## config.mk

```make
export PLATFORM = sky130hd
export DESIGN_NAME = keypad_code_lock_flat
export DESIGN_NICKNAME = d
export VERILOG_FILES = /design/src/sv/kcl_pkg.sv /design/src/sv/kcl_if.sv /design/src/sv/keypad_code_lock.sv /design/src/flat_wrapper.sv
export SDC_FILE = /design/constraint.sdc
export NUM_CORES = 1
export LEC_CHECK = 0
export BUFFER_PORTS_ARGS = -buffer_cell sky130_fd_sc_hd__buf_2
export CAP_MARGIN = 25
export CELL_PAD_IN_SITES_DETAIL_PLACEMENT = 1
export CELL_PAD_IN_SITES_GLOBAL_PLACEMENT = 1
export CORE_ASPECT_RATIO = 1.4
export CORE_UTILIZATION = 46
export CTS_CLUSTER_SIZE = 14
export DETAILED_ROUTE_END_ITERATION = 16
export MAX_ROUTING_LAYER = met4
export PLACE_DENSITY = 0.81
export SYNTH_ARGS = -nofsm -noshare
export SYNTH_HDL_FRONTEND = slang
export SYNTH_SLANG_ARGS = --single-unit
export TNS_END_PERCENT = 50
```

## constraint.sdc

```tcl
create_clock -name clk_i -period 3.05 [get_ports clk_i]
set_input_delay 0.1525 -clock clk_i [delete_from_list [all_inputs] [get_ports clk_i]]
set_output_delay 0.1525 -clock clk_i [all_outputs]
set_load 0.02 [all_outputs]
```

## src/sv/kcl_pkg.sv

```systemverilog
`timescale 1ns / 1ps

package kcl_pkg;

  // Buffer geometry
  localparam int KCL_BUFFER_SLOTS = 8;
  localparam int KCL_MAX_STORE    = 7;
  localparam int KCL_CODE_LEN     = 6;
  localparam int KCL_CHAR_W       = 8;
  localparam int KCL_CODE_W       = KCL_CODE_LEN * KCL_CHAR_W;
  localparam int KCL_TEXT_W       = KCL_MAX_STORE * KCL_CHAR_W;
  localparam int KCL_LEN_W        = 3;
  localparam int KCL_DELAY_W      = 16;
  localparam int KCL_CFG_IDX_W    = 2;

  // Special characters
  localparam logic [KCL_CHAR_W-1:0] KEY_CLEAR = 8'h43;  // 'C'
  localparam logic [KCL_CHAR_W-1:0] KEY_ENTER = 8'h45;  // 'E'
  localparam logic [KCL_CHAR_W-1:0] CHAR_MANY = 8'h41;  // 'A'
  localparam logic [KCL_CHAR_W-1:0] CHAR_ONE  = 8'h42;  // 'B'

  // Register reset values
  localparam logic [KCL_CODE_W-1:0]  RESET_ARM    = 48'h2A323032352A;  // "*2025*"
  localparam logic [KCL_CODE_W-1:0]  RESET_DISARM = 48'h2B313833302B;  // "+1830+"
  localparam logic [KCL_DELAY_W-1:0] RESET_DELAY  = 16'd7812;

  typedef enum logic [1:0] {
    OP_KEY    = 2'd0,
    OP_SENSOR = 2'd1,
    OP_TICK   = 2'd2
  } op_e;

  typedef enum logic [1:0] {
    VERDICT_NONE     = 2'd0,
    VERDICT_ARMED    = 2'd1,
    VERDICT_DISARMED = 2'd2,
    VERDICT_FAIL     = 2'd3
  } verdict_e;

  typedef enum logic [KCL_CFG_IDX_W-1:0] {
    CFG_ARM_CODE    = 2'd0,
    CFG_DISARM_CODE = 2'd1,
    CFG_CLEAR_DELAY = 2'd2
  } cfg_idx_e;

endpackage

```

## src/sv/kcl_if.sv

```systemverilog
`timescale 1ns / 1ps

// Input words: key press, sensor sample or timer tick
interface kcl_in_if;
  logic       valid;
  logic       ready;
  logic [1:0] op;
  logic [7:0] key_char;
  logic [3:0] sensor_bits;

  modport source (output valid, op, key_char, sensor_bits, input ready);
  modport sink   (input valid, op, key_char, sensor_bits, output ready);
endinterface

// Result words
interface kcl_out_if;
  logic        valid;
  logic        ready;
  logic        armed;
  logic [1:0]  verdict;
  logic [2:0]  entry_length;
  logic [55:0] entry_text;

  modport source (output valid, armed, verdict, entry_length, entry_text, input ready);
  modport sink   (input valid, armed, verdict, entry_length, entry_text, output ready);
endinterface

// Register writes
interface kcl_cfg_if;
  logic        valid;
  logic        ready;
  logic [1:0]  index;
  logic [47:0] data;

  modport source (output valid, index, data, input ready);
  modport sink   (input valid, index, data, output ready);
endinterface

```

## src/sv/keypad_code_lock.sv

```systemverilog
`timescale 1ns / 1ps

// Channel  Dir  Handshake     Payload
// in_i     in   valid/ready   op, key_char, sensor_bits
// out_o    out  valid/ready   armed, verdict, entry_length, entry_text
// cfg_i    in   valid/ready   index (0 arm, 1 disarm, 2 delay), data
//
// One word per cycle sustained while results are taken; a word taken into the input register
// passes through the update logic into the result register, from which its result is valid.
// Lock state changes at the same edge the result register loads.
// Reset clears the buffer, the armed flag and the countdown, and loads the default codes.
// A stalled result holds both stages; the input register still takes a word while empty.
// Register writes are always taken (ready held high).

module keypad_code_lock #(
  parameter int BUFFER_SLOTS = kcl_pkg::KCL_BUFFER_SLOTS
) (
  input  logic       clk_i,
  input  logic       rst_ni,
  kcl_in_if.sink     in_i,
  kcl_out_if.source  out_o,
  kcl_cfg_if.sink    cfg_i
);

  localparam int Cap   = BUFFER_SLOTS - 1;
  localparam int TextW = Cap * kcl_pkg::KCL_CHAR_W;
  localparam int PadW  = kcl_pkg::KCL_TEXT_W - TextW;

  // Registers
  logic [kcl_pkg::KCL_CODE_W-1:0]  arm_code_q, disarm_code_q;
  logic [kcl_pkg::KCL_DELAY_W-1:0] clear_delay_q;

  logic                            in_valid_q;
  logic [1:0]                      op_q;
  logic [kcl_pkg::KCL_CHAR_W-1:0]  key_q;
  logic [3:0]                      sens_q;

  logic [TextW-1:0]                text_q, text_d;
  logic [kcl_pkg::KCL_LEN_W-1:0]   count_q, count_d;
  logic                            armed_q, armed_d;
  logic [kcl_pkg::KCL_DELAY_W-1:0] cnt_q, cnt_d;

  logic                            out_valid_q;
  logic [1:0]                      verdict_q, verdict_d;

  logic advance;
  logic arm_hit, disarm_hit;
  logic [2:0] n_active;
  logic [TextW-1:0] key_shifted;
  logic [TextW-1:0] single_many, single_one;

  // Handshake: input stage moves into the result stage when that one is free
  assign advance     = in_valid_q && (!out_valid_q || out_o.ready);
  assign in_i.ready  = !in_valid_q || advance;
  assign cfg_i.ready = 1'b1;

  // Configuration registers
  always_ff @(posedge clk_i or negedge rst_ni) begin
    if (!rst_ni) begin
      arm_code_q    <= kcl_pkg::RESET_ARM;
      disarm_code_q <= kcl_pkg::RESET_DISARM;
      clear_delay_q <= kcl_pkg::RESET_DELAY;
    end else if (cfg_i.valid) begin
      unique case (cfg_i.index)
        kcl_pkg::CFG_ARM_CODE:    arm_code_q    <= cfg_i.data;
        kcl_pkg::CFG_DISARM_CODE: disarm_code_q <= cfg_i.data;
        kcl_pkg::CFG_CLEAR_DELAY: clear_delay_q <= cfg_i.data[kcl_pkg::KCL_DELAY_W-1:0];
        default: ;
      endcase
    end
  end

  // Input register
  always_ff @(posedge clk_i or negedge rst_ni) begin
    if (!rst_ni) begin
      in_valid_q <= 1'b0;
    end else if (in_i.ready) begin
      in_valid_q <= in_i.valid;
    end
  end

  always_ff @(posedge clk_i) begin
    if (in_i.valid && in_i.ready) begin
      op_q   <= in_i.op;
      key_q  <= in_i.key_char;
      sens_q <= in_i.sensor_bits;
    end
  end

  // Code compare: exactly six characters in the buffer, all bytes equal
  if (Cap >= kcl_pkg::KCL_CODE_LEN) begin : g_match
    assign arm_hit    = (count_q == kcl_pkg::KCL_LEN_W'(kcl_pkg::KCL_CODE_LEN)) &&
                        (text_q[TextW-1 -: kcl_pkg::KCL_CODE_W] == arm_code_q);
    assign disarm_hit = (count_q == kcl_pkg::KCL_LEN_W'(kcl_pkg::KCL_CODE_LEN)) &&
                        (text_q[TextW-1 -: kcl_pkg::KCL_CODE_W] == disarm_code_q);
  end else begin : g_nomatch
    assign arm_hit    = 1'b0;
    assign disarm_hit = 1'b0;
  end

  assign n_active    = 3'($countones(sens_q));
  assign key_shifted = (TextW'(key_q) << (TextW - kcl_pkg::KCL_CHAR_W)) >>
                       {count_q, 3'b000};
  assign single_many = TextW'(kcl_pkg::CHAR_MANY) << (TextW - kcl_pkg::KCL_CHAR_W);
  assign single_one  = TextW'(kcl_pkg::CHAR_ONE) << (TextW - kcl_pkg::KCL_CHAR_W);

  // Lock update for the word in the input register
  always_comb begin
    text_d    = text_q;
    count_d   = count_q;
    armed_d   = armed_q;
    cnt_d     = cnt_q;
    verdict_d = kcl_pkg::VERDICT_NONE;
    unique case (op_q)
      kcl_pkg::OP_KEY: begin
        if (key_q == kcl_pkg::KEY_CLEAR) begin
          text_d  = '0;
          count_d = '0;
        end else if (key_q == kcl_pkg::KEY_ENTER) begin
          if (arm_hit) begin
            armed_d   = 1'b1;
            verdict_d = kcl_pkg::VERDICT_ARMED;
          end else if (disarm_hit) begin
            armed_d   = 1'b0;
            verdict_d = kcl_pkg::VERDICT_DISARMED;
          end else begin
            verdict_d = kcl_pkg::VERDICT_FAIL;
          end
          cnt_d = (clear_delay_q != '0) ? clear_delay_q : kcl_pkg::KCL_DELAY_W'(1);
        end else if (count_q < kcl_pkg::KCL_LEN_W'(Cap)) begin
          text_d  = text_q | key_shifted;
          count_d = count_q + kcl_pkg::KCL_LEN_W'(1);
        end
      end
      kcl_pkg::OP_SENSOR: begin
        if (armed_q && n_active >= 3'd2) begin
          text_d  = single_many;
          count_d = kcl_pkg::KCL_LEN_W'(1);
        end else if (armed_q && n_active == 3'd1) begin
          text_d  = single_one;
          count_d = kcl_pkg::KCL_LEN_W'(1);
        end
      end
      kcl_pkg::OP_TICK: begin
        if (cnt_q != '0) begin
          cnt_d = cnt_q - kcl_pkg::KCL_DELAY_W'(1);
          if (cnt_q == kcl_pkg::KCL_DELAY_W'(1)) begin
            text_d  = '0;
            count_d = '0;
          end
        end
      end
      default: ;
    endcase
  end

  // Lock state and result register
  always_ff @(posedge clk_i or negedge rst_ni) begin
    if (!rst_ni) begin
      text_q      <= '0;
      count_q     <= '0;
      armed_q     <= 1'b0;
      cnt_q       <= '0;
      out_valid_q <= 1'b0;
    end else begin
      if (advance) begin
        text_q  <= text_d;
        count_q <= count_d;
        armed_q <= armed_d;
        cnt_q   <= cnt_d;
      end
      if (advance) begin
        out_valid_q <= 1'b1;
      end else if (out_o.ready) begin
        out_valid_q <= 1'b0;
      end
    end
  end

  always_ff @(posedge clk_i) begin
    if (advance) begin
      verdict_q <= verdict_d;
    end
  end

  // The result word shows the lock state left by the last word
  assign out_o.valid        = out_valid_q;
  assign out_o.armed        = armed_q;
  assign out_o.verdict      = verdict_q;
  assign out_o.entry_length = count_q;
  assign out_o.entry_text   = kcl_pkg::KCL_TEXT_W'(text_q) << PadW;

`ifndef SYNTHESIS
  a_len_cap: assert property (@(posedge clk_i) disable iff (!rst_ni)
    count_q <= kcl_pkg::KCL_LEN_W'(Cap))
    else $error("entry length beyond capacity");

  a_empty_text: assert property (@(posedge clk_i) disable iff (!rst_ni)
    count_q == '0 |-> text_q == '0)
    else $error("empty buffer holds characters");

  a_armed_verdict: assert property (@(posedge clk_i) disable iff (!rst_ni)
    out_valid_q && verdict_q == kcl_pkg::VERDICT_ARMED |-> armed_q)
    else $error("armed verdict without armed flag");

  a_disarmed_verdict: assert property (@(posedge clk_i) disable iff (!rst_ni)
    out_valid_q && verdict_q == kcl_pkg::VERDICT_DISARMED |-> !armed_q)
    else $error("disarmed verdict with armed flag");

  a_advance_result: assert property (@(posedge clk_i) disable iff (!rst_ni)
    advance |=> out_valid_q)
    else $error("processed word produced no result");
`endif

endmodule

```

## src/flat_wrapper.sv

```systemverilog
// flat-port wrapper written by rule: the top's interface ports become plain ports
module keypad_code_lock_flat 
#(
  parameter int BUFFER_SLOTS = kcl_pkg::KCL_BUFFER_SLOTS
)
  (clk_i, rst_ni, in_i_valid, in_i_op, in_i_key_char, in_i_sensor_bits, in_i_ready, out_o_valid, out_o_armed, out_o_verdict, out_o_entry_length, out_o_entry_text, out_o_ready, cfg_i_valid, cfg_i_index, cfg_i_data, cfg_i_ready);
  kcl_in_if in_i_i ();
  kcl_out_if out_o_i ();
  kcl_cfg_if cfg_i_i ();
  input  logic clk_i;
  input  logic rst_ni;
  input wire logic [$bits(in_i_i.valid)-1:0] in_i_valid;
  input wire logic [$bits(in_i_i.op)-1:0] in_i_op;
  input wire logic [$bits(in_i_i.key_char)-1:0] in_i_key_char;
  input wire logic [$bits(in_i_i.sensor_bits)-1:0] in_i_sensor_bits;
  output wire logic [$bits(in_i_i.ready)-1:0] in_i_ready;
  output wire logic [$bits(out_o_i.valid)-1:0] out_o_valid;
  output wire logic [$bits(out_o_i.armed)-1:0] out_o_armed;
  output wire logic [$bits(out_o_i.verdict)-1:0] out_o_verdict;
  output wire logic [$bits(out_o_i.entry_length)-1:0] out_o_entry_length;
  output wire logic [$bits(out_o_i.entry_text)-1:0] out_o_entry_text;
  input wire logic [$bits(out_o_i.ready)-1:0] out_o_ready;
  input wire logic [$bits(cfg_i_i.valid)-1:0] cfg_i_valid;
  input wire logic [$bits(cfg_i_i.index)-1:0] cfg_i_index;
  input wire logic [$bits(cfg_i_i.data)-1:0] cfg_i_data;
  output wire logic [$bits(cfg_i_i.ready)-1:0] cfg_i_ready;
  assign in_i_i.valid = in_i_valid;
  assign in_i_i.op = in_i_op;
  assign in_i_i.key_char = in_i_key_char;
  assign in_i_i.sensor_bits = in_i_sensor_bits;
  assign in_i_ready = in_i_i.ready;
  assign out_o_valid = out_o_i.valid;
  assign out_o_armed = out_o_i.armed;
  assign out_o_verdict = out_o_i.verdict;
  assign out_o_entry_length = out_o_i.entry_length;
  assign out_o_entry_text = out_o_i.entry_text;
  assign out_o_i.ready = out_o_ready;
  assign cfg_i_i.valid = cfg_i_valid;
  assign cfg_i_i.index = cfg_i_index;
  assign cfg_i_i.data = cfg_i_data;
  assign cfg_i_ready = cfg_i_i.ready;
  keypad_code_lock #(.BUFFER_SLOTS(BUFFER_SLOTS)) u_core (.clk_i(clk_i), .rst_ni(rst_ni), .in_i(in_i_i), .out_o(out_o_i), .cfg_i(cfg_i_i));
endmodule
```

==> tab_implementation.tex, run 1 <==
\begin{tabular}{lr}
\hline
Metric & Value \\
\hline
\multicolumn{2}{l}{\textbf{Setup path}} \\
Worst setup path startpoint & u\_core.sens\_q[0] \\
CP Capture Type & register \\
List of cells traversed by the critical path & ha\_1 -> ha\_1 -> fa\_1 -> o31ai\_1 -> a221oi\_2 -> buf\_12 -> o211a\_1 -> buf\_12 -> nor2\_1 \\
Data arrival at the endpoint of the critical path & 3.31 ns \\
Required time at the worst-slack endpoint & 3.44 ns \\
Setup slack on the worst flop-to-flop path & 0.13 ns \\
Type of element launching the critical path & register \\
Crit Path Class & register to register \\
Reg2Reg Capture Point & u\_core.out\_o.entry\_text[33] \\
Critical Path Max Stage Delay & 0.55 ns \\
Endpoint of the worst setup timing path & u\_core.out\_o.entry\_text[33] \\
Highest-delay cell along the critical path & fa\_1 \\
Worst flop-to-flop path startpoint & u\_core.sens\_q[0] \\
Critical-path maximum fanout & about 40 \\
Worst r2r path cells & 9 \\
\multicolumn{2}{l}{\textbf{STA}} \\
Number of pins with negative max-slew slack in the final report & 0 \\
Final period utilization & 0.956 \\
Sum of negative setup slack & 0 ns \\
Final period demand of the worst path & 2.92 ns \\
Tightest slew margin relative to the limit & 0.433 \\
RSZ-0062 raised after global routing & false \\
Final setup violating endpoints & 0 \\
Worst-margin pin slew & 0.851 ns \\
Maximum operating frequency & approximately 340 MHz \\
Count of final hold-check violations & 0 \\
Worst setup slack after layout & 0.133 ns \\
Clock Skews & between 0.01 and 0.015 ns \\
\multicolumn{2}{l}{\textbf{Die}} \\
Starting utilization of the core area & 0.469 \\
Boundary Pins & around 130 \\
Row Count & 62 \\
Die H & about 170 um \\
Chip width & 124 um \\
Core ar. & 20600 um2 \\
Die area & 21500 um2 \\
\multicolumn{2}{l}{\textbf{Detailed routing}} \\
Post-route antenna net violation count & 0 \\
Average via count per standard cell & 6.04 \\
Post-DR wirelength/cell & roughly 27 um \\
Number of DRC markers in iteration 0 & 683 \\
Total Routed Length & 34100 um \\
Initial DRT Pass Iterations & 5 \\
Via count & 7758 \\
Detailed-route DRC error count & 0 \\
\multicolumn{2}{l}{\textbf{Place}} \\
Detailed Place HPWL & 21700 um \\
Cell Count Post-Placement & 1179 \\
Count of input and output buffers & 132 \\
Post-Place Setup Slack & between 0.15 and 0.2 ns \\
GP Congestion & 0.917 \\
\multicolumn{2}{l}{\textbf{Layout}} \\
Area of all sequential standard cells & 5290 um2 \\
ANT cells & 0 \\
Number of standard cells in the layout, taps in and fillers out & 1285 \\
Number of nets in the final layout & 1095 \\
Combined area of the multi-input logic cells & roughly 4100 um2 \\
Number of inserted filler cells in the final layout & 2101 \\
Growth of design area from synthesis to finish & 25.3\% \\
Ratio of cells with drive above 1 in the final layout & 0.358 \\
\multicolumn{2}{l}{\textbf{Clock tree}} \\
Buffer cell driving the clock tree root & clkbuf\_16 \\
Reg clk slew, reported paths & $\sim$0.07 ns \\
Clock Sink Count & 206 \\
CTS tree & built \\
Count of H-tree levels built during CTS & 1 \\
Setup Buffers After CTS & 0 \\
Total CTS buffers & 22 \\
Number of buffers on the longest clock path & 3 \\
Worst skew pair latency & 0.52 ns \\
\multicolumn{2}{l}{\textbf{Logic synthesis}} \\
Gate count after technology mapping & $\sim$800 \\
Fraction of synthesized cell area taken by the top area cell type & 0.379 \\
Cell type with the largest total area after synthesis & dfrtp\_1 \\
Sequential area share after synthesis & 0.549 \\
Number of distinct library cells after synthesis & 63 \\
Synthesis warning total & 0 \\
Mean area per synthesized cell & 12.0 um2 \\
Synth area leaders & dfrtp\_1, mux2\_2, dfstp\_2 \\
\#FFs+latches synth & 206 \\
Mapped Nets & 883 \\
Cell Area, Synth & $\sim$9600 um2 \\
Main flop type after synthesis & dfrtp\_1 \\
Ys async rst share & 0.922 \\
EDFF count, synth & 16 \\
\multicolumn{2}{l}{\textbf{Global routing}} \\
Number of antenna violations at the first check in global routing & 1 \\
Global-route wire length before repair & 51900 um \\
Pin count of the biggest net entering global routing & 113 \\
All-layer global routing usage & 0.328 \\
Total grt overflow & 0 \\
Vias in the first global route & 8482 \\
\multicolumn{2}{l}{\textbf{Run status}} \\
Run status & finished, final reports clean \\
\multicolumn{2}{l}{\textbf{Min path}} \\
Hold Crit Class & input pin to asynchronous set/reset pin \\
\multicolumn{2}{l}{\textbf{Pwr}} \\
Peak supply drop & between 0.4 and 0.5 mV \\
Pwr/cell area & 826 nW/um2 \\
Leakage power of the design & $\sim$5.2 nW \\
Design Power & 9.98 mW \\
\multicolumn{2}{l}{\textbf{Run}} \\
Max Cap Violations & 0 \\
\hline
\end{tabular}
power breakdown:
group	internal, mW	switching (mW)
registers	3.44	0.851
clock network	1.55	1.22
logic	1.22	1.70
total	6.21	3.77
how the worst min path moves through the flow:
| stage | endpoint | slack [ns] |
|---|---|---|
| finish | u_core.in_valid_q | 0.15 |
| global route | u_core.in_valid_q | 0.20 |
| CTS | u_core.out_o.valid | 0.18 |
| detailed placement | u_core.out_o.valid | 0.14 |
| global placement | u_core.out_o.valid | 0.14 |
| floorplan | u_core.arm_code_q[0] | -0.14 |
critical path: cells and delay by family (launching register included):
family          cells  cell delay (ns)
fa+ha+maj           3             1.12
compound gates      3             0.72
flops               1             0.41
buf+inv             2             0.42
simple gates        1             0.11
layer usage:
| metal | vias to the layer above | part of all wire | GRT usage |
|---|---|---|---|
| li1 | 3302 | - | - |
| met1 | 3996 | 0.37 | 0.357 |
| met2 | 316 | 0.53 | 0.573 |
| met3 | 144 | 0.040 | 0.0358 |
| met4 | 0 | 0.067 | 0.197 |
| met5 | - | 0 | - |
per-stage QoR:
step            util  cell area (um2)  hold WS, ns
2_1_floorplan      -             9640       -0.143
3_5_place_dp   0.520            10700        0.138
4_1_cts        0.587            12100        0.179
6_report       0.587            12100        0.151
3_3_place_gp   0.520            10700        0.138
5_1_grt        0.587            12100        0.199
kinds of logic (layout without fill, tap and decap cells):
kind of cell / after synthesis / count (layout) / share of synthesized area
AOI/OAI and AO/OA: 133 / 133 / 0.0893
other: 1 / 1 / 0.000389
adders and majority gates: 13 / 13 / 0.0177
buffers and inverters: 51 / 279 / 0.0253
and+or+nand+nor: 190 / 190 / 0.101
DFF: 206 / 206 / 0.549
muxes: 113 / 113 / 0.132
xor gates and xnor gates: 94 / 94 / 0.0854
layout make-up:
| type | instances | share of cell area |
|---|---|---|
| sequential | 206 | 0.438 |
| multi-input combinational | 544 | 0.341 |
| clock buffer | 30 | 0.0523 |
| tap | 256 | 0.0265 |
| inverter | 13 | 0.00404 |
| clock inverter | 10 | 0.00725 |
| timing repair buffer | 226 | 0.131 |
synthesized netlist by cell type, drive strengths merged (2+ instances only):
| master | number |
|---|---|
| edfxtp | 16 |
| mux2 | 112 |
| buf | 15 |
| or4b | 2 |
| and3 | 2 |
| nand2 | 30 |
| a221oi | 2 |
| o31ai | 4 |
| nor3b | 2 |
| o2111ai | 3 |
| nor2 | 64 |
| nor3 | 10 |
| a21oi | 32 |
| and4 | 2 |
| nand3b | 4 |
| a31oi | 40 |
| dfrtp | 146 |
| xnor2 | 73 |
| nand3 | 8 |
| a2bb2oi | 3 |
| nor2b | 10 |
| o21ai | 17 |
| dfstp | 44 |
| a41oi | 7 |
| nor4 | 16 |
| xor2 | 21 |
| o311ai | 2 |
| and2 | 9 |
| ha | 12 |
| or3 | 4 |
| inv | 13 |
| o21bai | 2 |
| or2 | 2 |
| o22ai | 8 |
| clkbuf | 23 |
| o211ai | 2 |
| nand4 | 21 |
| nand2b | 3 |
| o21a | 3 |
cells in the final DEF (no fill, tap or decap), types with 4 or more instances in the layout:
cell	netlist	routed
clkinv_2	0	5
mux2_2	112	112
nor2b_1	10	10
dfrtp_1	146	146
edfxtp_1	16	16
inv_1	13	13
clkbuf_1	23	4
xor2_1	21	21
o22ai_1	8	8
o21ai_0	14	14
nand3b_1	4	4
nor3_1	9	9
nand2_1	30	30
nand4_1	21	21
xnor2_1	73	73
clkbuf_16	0	23
a31oi_1	40	40
ha_1	12	12
nand3_1	8	8
buf_2	3	131
nor2_1	64	64
a21oi_1	30	30
buf_4	7	24
dfstp_2	44	44
o31ai_1	4	4
and2_1	8	6
dlygate4sd3_1	0	66
nor4_1	15	15
a41oi_1	7	7
sequential cells by signal, indices dropped and copies added (netlist names):
name,count
u_core.out_o.valid,1
u_core.sens_q,4
u_core.disarm_code_q,48
u_core.arm_code_q,48
u_core.op_q,2
u_core.out_o.entry_length,3
u_core.key_q,8
u_core.cnt_q,16
u_core.out_o.verdict,2
u_core.out_o.armed,1
u_core.clear_delay_q,16
u_core.in_valid_q,1
u_core.out_o.entry_text,56
repair_timing:
item                       CTS  global route
gates resized for setup      0             5
hold buffers                66             0
setup endpoints to repair    0            33
hold endpoints to repair   176             0
(Power assumes the default switching activity.)
==> inputs of run 2 (changes only) <==
==> constraint.sdc (replaced) <==
create_clock -name clk_i -period 2.9 [get_ports clk_i]
set_input_delay 0.145 -clock clk_i [delete_from_list [all_inputs] [get_ports clk_i]]
set_output_delay 0.145 -clock clk_i [all_outputs]
set_load 0.02 [all_outputs]
==> tab_implementation.tex, run 2 (same netlist as run 1, synthesis figures left out) <==
\begin{tabular}{lr}
\hline
Metric & Value \\
\hline
\multicolumn{2}{l}{\textbf{Clock tree}} \\
Buffer cell driving the clock tree root & clkbuf\_16 \\
Reg clk slew, reported paths & 0.07 ns (about the same) \\
CTS tree & built \\
Number of buffers on the longest clock path & 3 (unchanged) \\
Count of H-tree levels built during CTS & 1 (unchanged) \\
Setup Buffers After CTS & 0 (unchanged) \\
Worst skew pair latency & 0.52 ns (about the same) \\
Total CTS buffers & 22 (unchanged) \\
Clock Sink Count & 206 (unchanged) \\
\multicolumn{2}{l}{\textbf{Pwr}} \\
Sequential Power Share & 0.423 (-0.007) \\
Pwr/cell area & 872 nW/um2 (+5.6\%) \\
Internal & 6.66 mW (+7.3\%) \\
Peak supply drop & 0.560 mV (+17\%) \\
Switching power of the nets & 3.91 mW (+3.6\%) \\
Share of power burned in combinational logic & 0.296 (+0.003) \\
Leakage power of the design & 5.27 nW (+0.48\%) \\
Switching part of the total power & 0.370 (-0.00816) \\
Fraction of power consumed by the clock network & 0.281 (+0.004) \\
\multicolumn{2}{l}{\textbf{Global routing}} \\
Vias in the first global route & 8494 (+0.14\%) \\
Pin count of the biggest net entering global routing & 83 (-27\%) \\
Number of antenna violations at the first check in global routing & 0 (-1) \\
Total grt overflow & 0 (unchanged) \\
Global-route wire length before repair & 52700 um (+1.6\%) \\
All-layer global routing usage & 0.332 (+0.00455) \\
\multicolumn{2}{l}{\textbf{Die}} \\
Boundary Pins & 134 (unchanged) \\
Die H & 173 um (unchanged) \\
Core ar. & 20600 um2 (unchanged) \\
Starting utilization of the core area & 0.469 (unchanged) \\
Die area & 21500 um2 (unchanged) \\
Chip width & 124 um (unchanged) \\
Row Count & 62 (unchanged) \\
\multicolumn{2}{l}{\textbf{Setup path}} \\
Critical Path Max Stage Delay & 0.50 ns (-0.05 ns) \\
Highest-delay cell along the critical path & fa\_1 \\
CP Capture Type & register \\
Required time at the worst-slack endpoint & 3.31 ns (-0.13 ns) \\
List of cells traversed by the critical path & ha\_1 -> ha\_1 -> fa\_1 -> o31ai\_1 -> a221oi\_2 -> buf\_4 -> o21a\_2 -> buf\_6 -> a31oi\_1 -> nor2\_1 \\
Cell occurring most often along the worst timing path & ha\_1 \\
Crit Path Class & register to register \\
Critical-path maximum fanout & 14 (-66\%) \\
Type of element launching the critical path & register \\
Data arrival at the endpoint of the critical path & 3.24 ns (-0.07 ns) \\
\multicolumn{2}{l}{\textbf{Run}} \\
Max Cap Violations & 0 (unchanged) \\
\multicolumn{2}{l}{\textbf{STA}} \\
Final period utilization & 0.976 (+0.0202) \\
Final period demand of the worst path & 2.83 ns (-0.0849 ns) \\
Count of final hold-check violations & 0 (unchanged) \\
RSZ-0062 raised after global routing & false \\
Final setup violating endpoints & 0 (unchanged) \\
Worst-margin pin slew & 0.852 ns (+0.00104 ns) \\
Tightest slew margin relative to the limit & 0.430 (-0.00241) \\
Number of pins with negative max-slew slack in the final report & 0 (unchanged) \\
Sum of negative setup slack & 0 ns (unchanged) \\
Maximum operating frequency & 353 MHz (+3.0\%) \\
Clock Skews & 0.0140 ns (+0.00100 ns) \\
\multicolumn{2}{l}{\textbf{Layout}} \\
Ratio of cells with drive above 1 in the final layout & 0.357 (-0.000694) \\
Number of inserted filler cells in the final layout & 2107 (+0.29\%) \\
Number of standard cells in the layout, taps in and fillers out & 1287 (+0.16\%) \\
Growth of design area from synthesis to finish & 25.7\% \\
ANT cells & 0 (unchanged) \\
Commonest non-fill, non-tap cell in the layout & dfrtp\_1 \\
Highest-count cells in the layout ignoring fill and taps & dfrtp\_1, buf\_2, mux2\_2, xnor2\_1, dlygate4sd3\_1 \\
Max reg flops & 56 (unchanged) \\
Number of nets in the final layout & 1097 (+0.18\%) \\
\multicolumn{2}{l}{\textbf{Place}} \\
GP Congestion & 0.903 (-1.5\%) \\
Detailed Place HPWL & 21900 um (+1.0\%) \\
Count of input and output buffers & 132 (unchanged) \\
Cell Count Post-Placement & 1181 (+0.17\%) \\
\multicolumn{2}{l}{\textbf{Detailed routing}} \\
Number of DRC markers in iteration 0 & 549 (-20\%) \\
Detailed-route DRC error count & 0 (unchanged) \\
Total Routed Length & 34300 um (+0.56\%) \\
Post-route antenna net violation count & 0 (unchanged) \\
Post-DR wirelength/cell & 26.7 um (+0.40\%) \\
Initial DRT Pass Iterations & 5 (unchanged) \\
Via count & 7716 (-0.54\%) \\
Average via count per standard cell & 6.00 (-0.70\%) \\
\multicolumn{2}{l}{\textbf{Min path}} \\
Hold Crit Class & input pin to asynchronous set/reset pin \\
\multicolumn{2}{l}{\textbf{Run status}} \\
Run status & finished, final reports clean \\
\hline
\end{tabular}
==> run 2: changes by cell type in the layout (fill, tap and decap cells not counted), sizes merged <==
cell	delta
buf	+2
clkinv	-5
clkinvlp	-2
clkbuf	+7
==> run 2: critical path, delay by kind of cell, from the launching register on <==
family                     cells  cell delay, ns
and+or+nand+nor                1            0.24
AOI/OAI and AO/OA              4            0.65
DFF                            1            0.41
adders and majority gates      3            1.03
buffers and inverters          2            0.38
==> run 2: metrics by stage <==
step	hold WS, ns	power [mW]	utilization	worst slack, ns	area, um2
6_report	0.225	10.6	0.589	0.0684	12100
5_1_grt	0.313	10.9	0.589	0.0105	12100
4_1_cts	0.277	10.4	0.589	0.0416	12100
3_5_place_dp	0.249	7.33	0.520	0.117	10700
3_3_place_gp	0.244	7.20	0.520	0.250	10700
2_1_floorplan	-0.151	6.03	-	0.297	9640
==> run 2: worst paths after layout <==
path                                       startpoint                     endpoint  slack [ns]  cells after the start
setup / recovery                     u_core.sens_q[1]  u_core.out_o.entry_text[10]        0.07                     10
hold / removal                                 rst_ni            u_core.in_valid_q        0.22                      2
setup reg to reg                     u_core.sens_q[1]  u_core.out_o.entry_text[10]        0.07                     10
hold reg to reg            u_core.out_o.entry_text[5]   u_core.out_o.entry_text[5]        0.52                      2
max in group asynchronous                      rst_ni         u_core.arm_code_q[5]        1.65                      3
min in group clk_i                   in_i_key_char[6]              u_core.key_q[6]        0.34                      2
==> run 2: power by group through the flow <==
stage                     Sequential (mW)  Clock [mW]  Combinational [mW]
after floorplan                      4.50           0                1.53
after global placement               4.42           0                2.78
after detailed placement             4.45           0                2.88
after CTS                            4.42        2.97                3.02
after global routing                 4.53        3.09                3.32
final                                4.47        2.97                3.13
==> run 2: routing by layer <==
metal / vias to the layer above / share of wire / track usage
met2: 314 / 0.52 / 0.564
met1: 3977 / 0.37 / 0.370
met5: - / 0 / -
met4: 0 / 0.075 / 0.209
li1: 3299 / - / -
met3: 126 / 0.043 / 0.0417
==> run 2: area by class of cell <==
cell class              instances  area, um2  area share
clock buffers                  37        708      0.0585
clock inverters                 3       40.0     0.00331
flip-flops and latches        206       5290       0.437
well taps                     256        320      0.0264
repair buffers                228       1590       0.132
inverters                      13       48.8     0.00403
multi-input cells             544       4110       0.339
==> run 2: timing repair <==
item	CTS	global route
hold buffers	66	0
hold endpoints to repair	193	0
endpoints found under the setup margin	0	33
resized for setup	0	4
